<file path="src/rtl/orma_pkg.sv">
// Package for the outlier-rejecting moving average.
// Holds the widths, window depth and controller state type; no dependencies.
`default_nettype none

package orma_pkg;

  // Window depth and field widths.
  localparam int WINDOW_DEPTH = 10;
  localparam int SAMPLE_W     = 16;
  localparam int AVG_W        = 16;
  localparam int HELD_W       = 4;

  // Count holds 0..WINDOW_DEPTH; the sum holds WINDOW_DEPTH full-scale samples.
  localparam int CNT_W  = $clog2(WINDOW_DEPTH + 1);
  localparam int SUM_W  = $clog2(WINDOW_DEPTH * ((1 << SAMPLE_W) - 1) + 1);
  localparam int STEP_W = $clog2(SUM_W + 1);

  // Bound products: sample*10 and last*11 fit in SAMPLE_W + 4 bits.
  localparam int PROD_W = SAMPLE_W + 4;

  typedef logic [SAMPLE_W-1:0] sample_t;
  typedef logic [CNT_W-1:0]    count_t;
  typedef logic [SUM_W-1:0]    sum_t;

  // Controller states.
  typedef enum logic [2:0] {
    S_IDLE,
    S_UPD,
    S_LOAD,
    S_DIV,
    S_OUT
  } state_e;

endpackage : orma_pkg

`default_nettype wire

</file>
<file path="src/rtl/orma_cell.sv">
// One window cell: holds a stored sample and passes it to the next cell on a shift.
// Depends on orma_pkg.
`default_nettype none

module orma_cell (
  input  wire                    clk_i,
  input  wire                    shift_i,
  input  wire  orma_pkg::sample_t data_i,
  output orma_pkg::sample_t      data_o
);
  import orma_pkg::*;

  sample_t data_q;

  // Take the neighbor's sample whenever the chain advances.
  always_ff @(posedge clk_i) begin
    if (shift_i) begin
      data_q <= data_i;
    end
  end

  assign data_o = data_q;

endmodule : orma_cell

`default_nettype wire

</file>
<file path="src/rtl/orma_div.sv">
// Bit-serial restoring divider: one quotient bit per cycle over the SUM_W bits of the dividend.
// Depends on orma_pkg.
`default_nettype none

module orma_div (
  input  wire                  clk_i,
  input  wire                  rst_ni,
  input  wire                  start_i,
  input  wire  orma_pkg::sum_t   dividend_i,
  input  wire  orma_pkg::count_t divisor_i,
  output logic                 done_o,
  output orma_pkg::sum_t       quotient_o
);
  import orma_pkg::*;

  logic                busy_q;
  logic                done_q;
  logic [STEP_W-1:0]   step_q;
  sum_t                dq_q;
  count_t              div_q;
  count_t              rem_q;

  logic [CNT_W:0]      trial;
  logic                fits;
  logic [CNT_W:0]      diff;

  // Trial subtraction of the divisor from the shifted partial remainder.
  always_comb begin
    trial = {rem_q, dq_q[SUM_W-1]};
    fits  = (trial >= {1'b0, div_q});
    diff  = trial - {1'b0, div_q};
  end

  // Control of the iteration.
  always_ff @(posedge clk_i or negedge rst_ni) begin
    if (!rst_ni) begin
      busy_q <= 1'b0;
      done_q <= 1'b0;
      step_q <= '0;
    end else if (start_i) begin
      busy_q <= 1'b1;
      done_q <= 1'b0;
      step_q <= STEP_W'(SUM_W);
    end else if (busy_q) begin
      step_q <= step_q - STEP_W'(1);
      if (step_q == STEP_W'(1)) begin
        busy_q <= 1'b0;
        done_q <= 1'b1;
      end
    end else begin
      done_q <= 1'b0;
    end
  end

  // Datapath: dividend shifts out at the top while quotient bits shift in below.
  always_ff @(posedge clk_i) begin
    if (start_i) begin
      dq_q  <= dividend_i;
      div_q <= divisor_i;
      rem_q <= '0;
    end else if (busy_q) begin
      dq_q  <= {dq_q[SUM_W-2:0], fits};
      rem_q <= fits ? diff[CNT_W-1:0] : trial[CNT_W-1:0];
    end
  end

  assign done_o     = done_q;
  assign quotient_o = dq_q;

endmodule : orma_div

`default_nettype wire

</file>
<file path="src/rtl/outlier_rejecting_moving_average.sv">
// Outlier-rejecting moving average: top level with controller, cell chain and divider.
// Depends on orma_pkg, orma_cell and orma_div.
//
// Usage:
//   Input channel: sample_i with in_valid_i / in_ready_o; one beat is one sensor sample.
//   Output channel: average_o, accepted_o, held_count_o with out_valid_o / out_ready_i;
//   every input beat yields exactly one output beat.
//   cfg_we_i / cfg_wdata_i write switch_mode; write only while idle.
//   A beat passes the outlier test and window update (S_UPD), the divider load
//   (S_LOAD), the bit-serial divider over the SUM_W (20) bits of the sum (S_DIV), the
//   controller seeing the divider finish, and the fill of the output register (S_OUT).
//   The divider's one-bit-per-cycle loop takes most of that time. One sample is in
//   work at a time: the next beat is taken only once the controller is back in idle.
//   The output register parts the channels: a new sample is taken while a finished
//   result still waits; if the receiver stalls, the next result waits in the
//   controller until the output register frees up.
//   Reset clears the count, the sum, the last stored sample and switch_mode; the
//   window cells are not cleared, since only cells below the count are ever used.
`default_nettype none

module outlier_rejecting_moving_average (
  input  wire                    clk_i,
  input  wire                    rst_ni,
  input  wire                    cfg_we_i,
  input  wire                    cfg_wdata_i,
  input  wire  [orma_pkg::SAMPLE_W-1:0] sample_i,
  input  wire                    in_valid_i,
  output logic                   in_ready_o,
  output logic [orma_pkg::AVG_W-1:0]    average_o,
  output logic                   accepted_o,
  output logic [orma_pkg::HELD_W-1:0]   held_count_o,
  output logic                   out_valid_o,
  input  wire                    out_ready_i
);
  import orma_pkg::*;

  state_e  state_q, state_d;
  logic    switch_q;
  sample_t smp_q;
  sample_t last_q, last_d;
  count_t  cnt_q, cnt_d;
  sum_t    sum_q, sum_d;
  logic    take_q, take_d;

  logic    upd_en;
  logic    div_start;
  logic    out_load;

  logic    div_done;
  sum_t    div_quo;

  logic [AVG_W-1:0]  avg_q;
  logic              acc_q;
  logic [HELD_W-1:0] held_q;
  logic              out_valid_q;

  // Window chain: cell 0 takes the new sample; in a full window the oldest sits at the far end.
  sample_t cell_in  [WINDOW_DEPTH];
  sample_t cell_out [WINDOW_DEPTH];
  logic    shift;

  assign cell_in[0] = smp_q;

  for (genvar g = 0; g < WINDOW_DEPTH; g++) begin : g_cell
    if (g > 0) begin : g_link
      assign cell_in[g] = cell_out[g-1];
    end
    orma_cell u_cell (
      .clk_i   (clk_i),
      .shift_i (shift),
      .data_i  (cell_in[g]),
      .data_o  (cell_out[g])
    );
  end

  // Configuration register.
  always_ff @(posedge clk_i or negedge rst_ni) begin
    if (!rst_ni) begin
      switch_q <= 1'b0;
    end else if (cfg_we_i) begin
      switch_q <= cfg_wdata_i;
    end
  end

  // Capture the sample on an input beat.
  always_ff @(posedge clk_i) begin
    if (in_valid_i && in_ready_o) begin
      smp_q <= sample_i;
    end
  end

  // Outlier test and window update: sample*10 must lie within last*9 .. last*11.
  logic [PROD_W-1:0] v10, lo9, hi11;
  logic              in_band;
  logic              full;

  always_comb begin
    v10     = (PROD_W'(smp_q) << 3) + (PROD_W'(smp_q) << 1);
    lo9     = (PROD_W'(last_q) << 3) + PROD_W'(last_q);
    hi11    = lo9 + (PROD_W'(last_q) << 1);
    in_band = !((v10 < lo9) || (v10 > hi11));
    full    = (cnt_q == CNT_W'(WINDOW_DEPTH));

    take_d = take_q;
    cnt_d  = cnt_q;
    sum_d  = sum_q;
    last_d = last_q;
    shift  = 1'b0;
    if (upd_en) begin
      if (switch_q) begin
        take_d = 1'b1;
        shift  = 1'b1;
        cnt_d  = CNT_W'(1);
        sum_d  = SUM_W'(smp_q);
        last_d = smp_q;
      end else begin
        take_d = (cnt_q == '0) || in_band;
        if (take_d) begin
          shift  = 1'b1;
          last_d = smp_q;
          if (full) begin
            sum_d = sum_q - SUM_W'(cell_out[WINDOW_DEPTH-1]) + SUM_W'(smp_q);
          end else begin
            cnt_d = cnt_q + CNT_W'(1);
            sum_d = sum_q + SUM_W'(smp_q);
          end
        end
      end
    end
  end

  always_ff @(posedge clk_i or negedge rst_ni) begin
    if (!rst_ni) begin
      cnt_q  <= '0;
      sum_q  <= '0;
      last_q <= '0;
      take_q <= 1'b0;
    end else begin
      cnt_q  <= cnt_d;
      sum_q  <= sum_d;
      last_q <= last_d;
      take_q <= take_d;
    end
  end

  // Mean of the window.
  orma_div u_div (
    .clk_i      (clk_i),
    .rst_ni     (rst_ni),
    .start_i    (div_start),
    .dividend_i (sum_q),
    .divisor_i  (cnt_q),
    .done_o     (div_done),
    .quotient_o (div_quo)
  );

  // Controller next state.
  always_comb begin
    state_d = state_q;
    unique case (state_q)
      S_IDLE: begin
        if (in_valid_i) begin
          state_d = S_UPD;
        end
      end
      S_UPD:  state_d = S_LOAD;
      S_LOAD: state_d = S_DIV;
      S_DIV: begin
        if (div_done) begin
          state_d = S_OUT;
        end
      end
      S_OUT: begin
        if (!out_valid_q || out_ready_i) begin
          state_d = S_IDLE;
        end
      end
      default: state_d = S_IDLE;
    endcase
  end

  // Controller outputs.
  always_comb begin
    in_ready_o = 1'b0;
    upd_en     = 1'b0;
    div_start  = 1'b0;
    out_load   = 1'b0;
    unique case (state_q)
      S_IDLE: in_ready_o = 1'b1;
      S_UPD:  upd_en     = 1'b1;
      S_LOAD: div_start  = 1'b1;
      S_DIV:  ;
      S_OUT:  out_load   = !out_valid_q || out_ready_i;
      default: ;
    endcase
  end

  always_ff @(posedge clk_i or negedge rst_ni) begin
    if (!rst_ni) begin
      state_q <= S_IDLE;
    end else begin
      state_q <= state_d;
    end
  end

  // Output register; an empty window reads as a zero mean.
  always_ff @(posedge clk_i or negedge rst_ni) begin
    if (!rst_ni) begin
      out_valid_q <= 1'b0;
    end else if (out_load) begin
      out_valid_q <= 1'b1;
    end else if (out_ready_i) begin
      out_valid_q <= 1'b0;
    end
  end

  always_ff @(posedge clk_i) begin
    if (out_load) begin
      avg_q  <= (cnt_q == '0) ? '0 : div_quo[AVG_W-1:0];
      acc_q  <= take_q;
      held_q <= HELD_W'(cnt_q);
    end
  end

  assign out_valid_o  = out_valid_q;
  assign average_o    = avg_q;
  assign accepted_o   = acc_q;
  assign held_count_o = held_q;

  // The window count never runs past the depth.
  a_cnt_bound : assert property (@(posedge clk_i) disable iff (!rst_ni)
    cnt_q <= CNT_W'(WINDOW_DEPTH))
    else $error("window count exceeds depth");

  // An input beat is followed by the window update.
  a_beat_upd : assert property (@(posedge clk_i) disable iff (!rst_ni)
    (in_valid_i && in_ready_o) |=> (state_q == S_UPD))
    else $error("input beat not followed by update");

  // The divider finishes only while the controller waits on it.
  a_div_done : assert property (@(posedge clk_i) disable iff (!rst_ni)
    div_done |-> (state_q == S_DIV))
    else $error("divider finished outside the divide state");

  // A result is loaded only when the output register can take it.
  a_out_free : assert property (@(posedge clk_i) disable iff (!rst_ni)
    out_load |-> (!out_valid_q || out_ready_i))
    else $error("output register overwritten");

endmodule : outlier_rejecting_moving_average

`default_nettype wire

</file>
<file path="config.mk">
export PLATFORM = sky130hd
export DESIGN_NAME = outlier_rejecting_moving_average
export DESIGN_NICKNAME = d
export VERILOG_FILES = /design/src/rtl/orma_pkg.sv /design/src/rtl/orma_cell.sv /design/src/rtl/orma_div.sv /design/src/rtl/outlier_rejecting_moving_average.sv
export SDC_FILE = /design/constraint.sdc
export NUM_CORES = 1
export LEC_CHECK = 0
export BUFFER_PORTS_ARGS = -buffer_cell sky130_fd_sc_hd__buf_2
export CAP_MARGIN = 20
export CORE_MARGIN = 3
export CORE_UTILIZATION = 51
export CTS_BUF_LIST = sky130_fd_sc_hd__clkbuf_4 sky130_fd_sc_hd__clkbuf_8
export DETAILED_ROUTE_END_ITERATION = 8
export GPL_TIMING_DRIVEN = 0
export PLACE_DENSITY = 0.67
export SYNTH_ARGS = -nofsm -noshare
export SYNTH_HDL_FRONTEND = slang
export SYNTH_SLANG_ARGS = --single-unit
</file>
<file path="constraint.sdc">
create_clock -name clk_i -period 12.4 [get_ports clk_i]
set_input_delay 0.62 -clock clk_i [delete_from_list [all_inputs] [get_ports clk_i]]
set_output_delay 0.62 -clock clk_i [all_outputs]
set_load 0.005 [all_outputs]
</file>
==> run metrics, run 1 <==
status=complete, no violations; path type of the worst setup path=flop to flop; Area Growth Syn to Fin=11.6%; clock share of power=a little under a fifth; post-route ant nets=0; Final Wtd Congestion=~0.89; first-pass GRT wire length=approximately 49000 microns; Mean Syn Cell Area=between 10 and 15 sq um; H-tree Lvls=2; Clock transition at path regs=0.07 ns; Cell Area, Synth=14700 sq um; dpl hpwl=about 22000 microns; initial antenna violation count=0; power per cell area=between 200 and 300 nW/um^2; largest fanout on the critical path=91; DRC viols=0; final wirelength=approximately 30000 microns; CTS root buf=clkbuf_8; worst vdd rail ir drop=0.129 mV; vias in the first global route=approximately 9700; top_reg_cell synth=edfxtp_1; Fmax achieved=about 150 MHz; DRT iter0 DRCs=approximately 730; switching power=0.00172 W; Setup crit end kind=flop; sequential share of power=between 30% and 40%; Internal=between 0.002 and 0.003 W; Initial Utilization=between 50% and 60%; final setup violating endpoints=0; Tcrit/Tclk final=54.0%; via count=around 9600; share of cells above drive strength 1=~10%; Post-CTS Resized=0; number of flops mapped to enable cells by yosys=approximately 220; layout filler cell count=around 2400; die area=30800 sq um; Die Width=roughly 180 microns; Comb pwr share=between 40 and 50%; switching part of the total=about 39%; Reg2Reg Depth=23; CTS sink count=278; Hold Crit Class=primary input to asynchronous set/reset pin; TritonCTS clock tree=built; GRT Residual Overflow=0; Vias/cell=5.45; max_cap viols=0; Final Skew=between 0.02 and 0.03 ns; Worst Tran Pin Value=about 0.94 ns; fin util=58.3%; DR WL/cell=~17 microns; Bufs on Longest Clock Path=3; clock latency on the worst-skew pair=roughly 0.56 ns; Netlist cell types=between 70 and 80; die height=around 180 microns; post-place setup slack=approximately 5.7 ns; Core Footprint=between 20000 and 30000 sq um; area taken by multi-input logic gates=6080 sq um; Final WS setup=roughly 5.7 ns; type of origin of the critical path=flop; Ys Warns=0; asr flop ratio synth=roughly a fifth; RSZ-0062 raised after global routing=false; Worst EP arrival=a little under 7 ns; largest net degree at the start of global routing=slightly above 90; Hold Fails Final Rpt=0; Inserted Diodes=0; Post-CTS Setup Bufs=0; Crit path required time=roughly 13 ns; final net count=between 1500 and 2000; Storage cell area=between 8000 and 9000 sq um; Top Ports=45; fraction of the yosys area taken by sequential cells=around 55%; Num CTS Buffers=45; cell count after synthesis=roughly 1300; Site Rows=around 60; final worst path period need=6.70 ns; Post-Route Setup TNS=0 ns; Post-Syn Nets=approximately 1400; Hold Buf Count CTS=0; Synth Register Bits=approximately 280; Final Slew Violations=0; Static Leak=6.75 nW; DRT Pass-1 Iters=8; total track usage=roughly a fifth; I/O Buffers=44; Max-slew headroom=roughly 37%
## cell families (layout without fill, tap and decap cells)
family	after synthesis	after routing	share of synthesized area, %
fa+ha+maj	149	149	13.8
simple gates	306	306	9.80
mux	3	3	0.205
flops	278	278	54.8
buf+inv	143	268	3.74
compound gates	313	313	13.4
xor+xnor	71	71	4.24
## cell usage after synthesis, drive strengths merged, types with 4 or more instances
master | count | share of area, %
fa | 22 | 3.0
or3 | 7 | 0.30
a31oi | 10 | 0.43
o211ai | 8 | 0.41
nand2b | 12 | 0.51
o21bai | 5 | 0.26
buf | 5 | 0.20
and2 | 6 | 0.26
o22ai | 10 | 0.43
o21ai | 93 | 3.2
a211o | 4 | 0.24
xnor2 | 45 | 2.7
nand3 | 13 | 0.44
clkbuf | 19 | 0.49
or2 | 6 | 0.26
o21a | 11 | 0.56
xor2 | 26 | 1.6
a21oi | 83 | 2.8
nor3 | 20 | 0.72
a21o | 29 | 1.5
inv | 116 | 3.0
dfxtp | 4 | 0.55
nor2b | 25 | 1.1
a211oi | 24 | 1.3
and3 | 10 | 0.43
edfxtp | 221 | 45
o31ai | 6 | 0.34
nand2 | 105 | 2.7
dfrtp | 53 | 9.0
nor2 | 81 | 2.1
nand4 | 8 | 0.34
ha | 127 | 11
## placed cells by master, fill, tap and decap left out, types with 7 or more instances in the layout
| cell type | netlist | routed |
|---|---|---|
| nand3_1 | 13 | 13 |
| dfrtp_1 | 53 | 53 |
| xnor2_1 | 45 | 45 |
| or3_1 | 7 | 7 |
| a21oi_1 | 83 | 83 |
| inv_1 | 116 | 116 |
| clkbuf_1 | 19 | 19 |
| o21a_1 | 11 | 11 |
| edfxtp_1 | 221 | 221 |
| a31oi_1 | 10 | 10 |
| o22ai_1 | 10 | 10 |
| clkbuf_8 | 0 | 49 |
| nand4_1 | 8 | 8 |
| nand2b_1 | 12 | 12 |
| nor2b_1 | 25 | 25 |
| a211oi_1 | 23 | 23 |
| o21ai_0 | 74 | 74 |
| fa_1 | 22 | 22 |
| clkbuf_4 | 0 | 22 |
| buf_2 | 3 | 47 |
| and3_1 | 10 | 10 |
| xor2_1 | 26 | 26 |
| ha_1 | 127 | 127 |
| nor2_1 | 81 | 81 |
| o21ai_1 | 19 | 19 |
| nand2_1 | 105 | 105 |
| nor3_1 | 19 | 19 |
| o211ai_1 | 8 | 8 |
| a21o_1 | 29 | 29 |
## critical path, stage by stage, from the launching register on
cell      delay (ns)
dfrtp_1         0.48
ha_1            0.39
o21ai_0         0.14
o211a_1         0.27
o311ai_0        0.41
xor2_1          0.32
ha_1            0.34
and2_1          0.17
and3_1          0.17
nand3_1         0.11
a31oi_1         0.10
o21ai_0         0.34
a21oi_1         0.14
xor2_1          0.17
ha_1            0.31
a21o_1          0.19
a21o_1          0.18
a211o_1         0.33
a21o_1          0.17
o32ai_2         0.24
nand3_1         0.16
buf_6           0.21
clkinv_4        0.49
buf_16          0.40
## through the flow
stage	instances	instance area, sq um	hold WS [ns]	power, W
floorplan	1263	14700	0.324	0.00309
global placement	1685	15400	0.400	0.00352
detailed placement	1687	15400	0.405	0.00356
global route	1766	16400	0.127	0.00478
CTS	1765	16300	0.0938	0.00440
finish	1766	16400	0.111	0.00437
## sequential cells by signal (all words and copies together), names as in the netlist, 3 cells and up
register,count
average_o,16
u_div.quotient_o,20
smp_q,16
held_count_o,4
g_cell.u_cell.data_o,160
sum_q,20
cnt_q,4
u_div.div_q,4
u_div.rem_q,4
last_q,16
state_q,3
u_div.step_q,5
## cell type report
class	instances	share of cell area, %
multi-input combinational	842	37.1
clock buffer	71	5.13
inverter	119	2.76
timing repair buffer	47	1.79
clock inverter	7	0.535
sequential	278	49.1
tap	378	2.89
buffer	24	0.619
## power groups by stage
| stage | clock (W) | combinational (W) | sequential, W |
|---|---|---|---|
| floorplan | 0 | 0.00170 | 0.00139 |
| CTS | 0.000841 | 0.00216 | 0.00140 |
| global placement | 0 | 0.00208 | 0.00144 |
| finish | 0.000810 | 0.00216 | 0.00140 |
| detailed placement | 0 | 0.00214 | 0.00142 |
| global route | 0.000877 | 0.00248 | 0.00143 |
## path summary, 6_finish.rpt
path                                              from                           to  slack (ns)
min in group clk_i                         sample_i[0]                     smp_q[0]        0.25
max in group asynchronous                       rst_ni                   last_q[13]       11.67
max                                          last_q[2]   g_cell[0].u_cell.data_o[8]        5.70
max reg2reg                                  last_q[2]   g_cell[0].u_cell.data_o[8]        5.70
min reg2reg                g_cell[8].u_cell.data_o[11]  g_cell[9].u_cell.data_o[11]        0.40
min                                             rst_ni                     sum_q[5]        0.11
## metal layers
layer	wire (microns)	track usage (%)	vias up
met5	0	0	-
met4	872	6.40	0
met3	1590	3.61	64
met2	13400	31.6	227
met1	14000	27.8	4569
li1	-	-	4760
Power figures use the tool's default switching activity.
==> inputs of run 2 (changes only) <==
--- a/config.mk
+++ b/config.mk
@@ -12,7 +12,7 @@
 export CTS_BUF_LIST = sky130_fd_sc_hd__clkbuf_4 sky130_fd_sc_hd__clkbuf_8
 export DETAILED_ROUTE_END_ITERATION = 8
 export GPL_TIMING_DRIVEN = 0
-export PLACE_DENSITY = 0.67
+export PLACE_DENSITY = 0.7
 export SYNTH_ARGS = -nofsm -noshare
 export SYNTH_HDL_FRONTEND = slang
 export SYNTH_SLANG_ARGS = --single-unit
==> constraint.sdc (replaced) <==
create_clock -name clk_i -period 5.6 [get_ports clk_i]
set_input_delay 0.28 -clock clk_i [delete_from_list [all_inputs] [get_ports clk_i]]
set_output_delay 0.28 -clock clk_i [all_outputs]
set_load 0.005 [all_outputs]
==> run 2 against run 1 <==
  * Routed wire length grew 8.5%
  * Utilization grew 3.6 points
  * Sequential cell count is the same
  * Via count grew 3.6%
  * Clock-buffer cell count shrank 12
  * First-iteration DRC count grew 1.4%
  * Largest power group unchanged
==> run metrics, run 2 (synthesized netlist as in run 1, its figures left out) <==
Hold Fails Final Rpt=0 (unchanged); dpl hpwl=21400 microns (-0.53%); type of origin of the critical path=flop; final worst path period need=5.49 ns (-1.21 ns); Tcrit/Tclk final=98.0% (+44 points); H-tree Lvls=2 (unchanged); RSZ-0062 raised after global routing=true; Worst EP arrival=5.77 ns (-1.11 ns); Final Wtd Congestion=0.889 (+0.15%); DR WL/cell=17.7 microns (+4.9%); Final WS setup=0.111 ns (-5.59 ns); most common cell after layout, fill and taps aside=edfxtp_1; final setup violating endpoints=0 (unchanged); DRC viols=0 (unchanged); r2r setup slk=0.11 ns (-5.59 ns); CTS sink count=278 (unchanged); total track usage=20.6% (+0.74 points); max_cap viols=0 (unchanged); first-pass GRT wire length=50000 microns (+2.1%); final std cells w/o fill=1828 (+3.5%); reg-to-reg startpoint=last_q[3]; power per cell area=604 nW/um^2 (+130%); DRT Pass-1 Iters=5 (-3); Worst Setup EP=g_cell[9].u_cell.data_o[1]; GR Util met3=3.26% (-0.35 points); worst vdd rail ir drop=0.277 mV (+120%); vias in the first global route=9699 (-0.082%); Static Leak=7.16 nW (+6.1%); Bufs on Longest Clock Path=3 (unchanged); max reg flops=160 (unchanged); CTS root buf=clkbuf_8; Final Slew Violations=0 (unchanged); final wirelength=32400 microns (+8.5%); status=complete, no violations; grt met2 use=33.6% (+1.9 points); layout filler cell count=2316 (-3.7%); die area=30800 sq um (unchanged); Clock transition at path regs=0.07 ns (about the same); Num CTS Buffers=47 (+4.4%); Max-slew headroom=28.2% (-9.1 points); post-place setup slack=-0.770 ns (-6.50 ns); share of cells above drive strength 1=15.0% (+4.7 points); I/O Buffers=44 (unchanged); path type of the worst setup path=flop to flop; via count=9968 (+3.6%); Worst Tran Pin Value=1.08 ns (+0.136 ns); Vias/cell=5.45 (+0.10%); DRT iter0 DRCs=742 (+1.4%); TritonCTS clock tree=built; Top Ports=45 (unchanged); most frequent cells in the layout=edfxtp_1 (221), ha_1 (121), inv_1 (115); largest fanout on the critical path=11 (-88%); Inserted Diodes=0 (unchanged); largest net degree at the start of global routing=85 (-7.6%); initial antenna violation count=0 (unchanged); Die Width=176 microns (unchanged); Setup crit end kind=flop; Hold Crit Class=primary input to flop; Global Route met1 Usage=28.7% (+0.88 points); Fmax achieved=182 MHz (+22%); Initial Utilization=52.2% (unchanged); Area Growth Syn to Fin=18.4%; post-route ant nets=0 (unchanged); Inst Count DP=1686 (-0.059%); Reg2Reg Depth=27 (+17%); Most Crowded Layer GR=met2; Site Rows=61 (unchanged); GRT Residual Overflow=0 (unchanged); Final Skew=0.0218 ns (-0.00405 ns); FF-to-FF End=g_cell[9].u_cell.data_o[1]; final net count=1586 (+3.8%); die height=176 microns (unchanged); clock latency on the worst-skew pair=0.57 ns (about the same); Core Footprint=28100 sq um (unchanged); Crit path required time=5.88 ns (-6.70 ns); start point of the critical path=last_q[3]
==> run 2: cell types whose count changed in the layout (fill, tap and decap cells not counted), moves of 7 or more <==
| cell | change |
|---|---|
| buf_4 | +23 |
| clkbuf_4 | -10 |
| clkinv_1 | +12 |
| dlygate4sd3_1 | +20 |
| o21ai_0 | -10 |
| o21ai_1 | +7 |
==> run 2: worst min path at each step <==
stage | from | endpoint | slack (ns) | depth (start not counted)
2_1_floorplan | rst_ni | cnt_q[0] | -0.02 | 0
3_3_place_gp | g_cell[5].u_cell.data_o[13] | g_cell[6].u_cell.data_o[13] | 0.40 | 0
3_5_place_dp | rst_ni | switch_q | 0.33 | 1
4_1_cts | in_valid_i | state_q[0] | 0.09 | 5
5_1_grt | in_valid_i | state_q[0] | 0.13 | 5
6_report | in_valid_i | state_q[0] | 0.12 | 5
==> run 2: report_power, final <==
| group | internal (W) | switching (W) |
|---|---|---|
| sequential | 0.00281 | 0.000298 |
| clock | 0.00106 | 0.000795 |
| combinational | 0.00243 | 0.00310 |
| total | 0.00630 | 0.00419 |
==> run 2: critical path, stage by stage, from the launching register on <==
cell and delay [ns]:
dfrtp_2 0.41, ha_4 0.16, inv_2 0.04, fa_2 0.37, nor2b_2 0.13, o31a_1 0.25
o21ai_1 0.11, nand2b_1 0.12, xor2_2 0.21, ha_4 0.24, nand4_1 0.09, inv_1 0.05
nand2_1 0.06, o211ai_1 0.11, o41a_1 0.39, a211o_1 0.33, a21oi_2 0.14, xor2_1 0.08
ha_1 0.19, a21o_1 0.16, a21o_1 0.18, a211o_1 0.28, a21o_1 0.17, o32ai_2 0.22
nand3_2 0.19, clkbuf_16 0.25, buf_12 0.17, clkinv_16 0.07
==> run 2: routing by layer <==
layer | up-vias | wire, microns
li1 | 4887 | -
met1 | 4746 | 14900
met2 | 272 | 15000
met3 | 63 | 1710
met4 | 0 | 819
met5 | - | 0
==> run 2: area by class of cell <==
class	instances	area (sq um)	share of cell area, %
buffer	24	141	0.814
timing repair inverter	11	244	1.40
sequential	278	8050	46.3
multi-input combinational	842	6310	36.4
clock buffer	59	749	4.32
inverter	119	473	2.72
clock inverter	25	211	1.22
tap	378	473	2.72
timing repair buffer	92	714	4.11
==> run 2: stage by stage <==
| stage | util (%) | hold WS [ns] | TNS (ns) | power [W] | area [sq um] |
|---|---|---|---|---|---|
| floorplan | - | -0.0156 | 0 | 0.00681 | 14700 |
| finish | 61.8 | 0.118 | 0 | 0.0105 | 17400 |
| CTS | 60.0 | 0.0879 | -0.00190 | 0.0101 | 16900 |
| global placement | 54.7 | 0.400 | -108.93 | 0.00775 | 15400 |
| detailed placement | 54.8 | 0.332 | -139.93 | 0.00787 | 15400 |
| global route | 61.8 | 0.131 | -18.98 | 0.0114 | 17400 |
==> run 2: what timing repair did <==
| action | CTS | global route |
|---|---|---|
| gates cloned | 4 | 8 |
| endpoints found under the setup margin | 201 | 201 |
| pin swaps | 8 | 32 |
| hold buffers | 20 | 0 |
| endpoints found under the hold margin | 39 | 0 |
| buffers inserted | 9 | 17 |
| gates resized for setup | 38 | 61 |
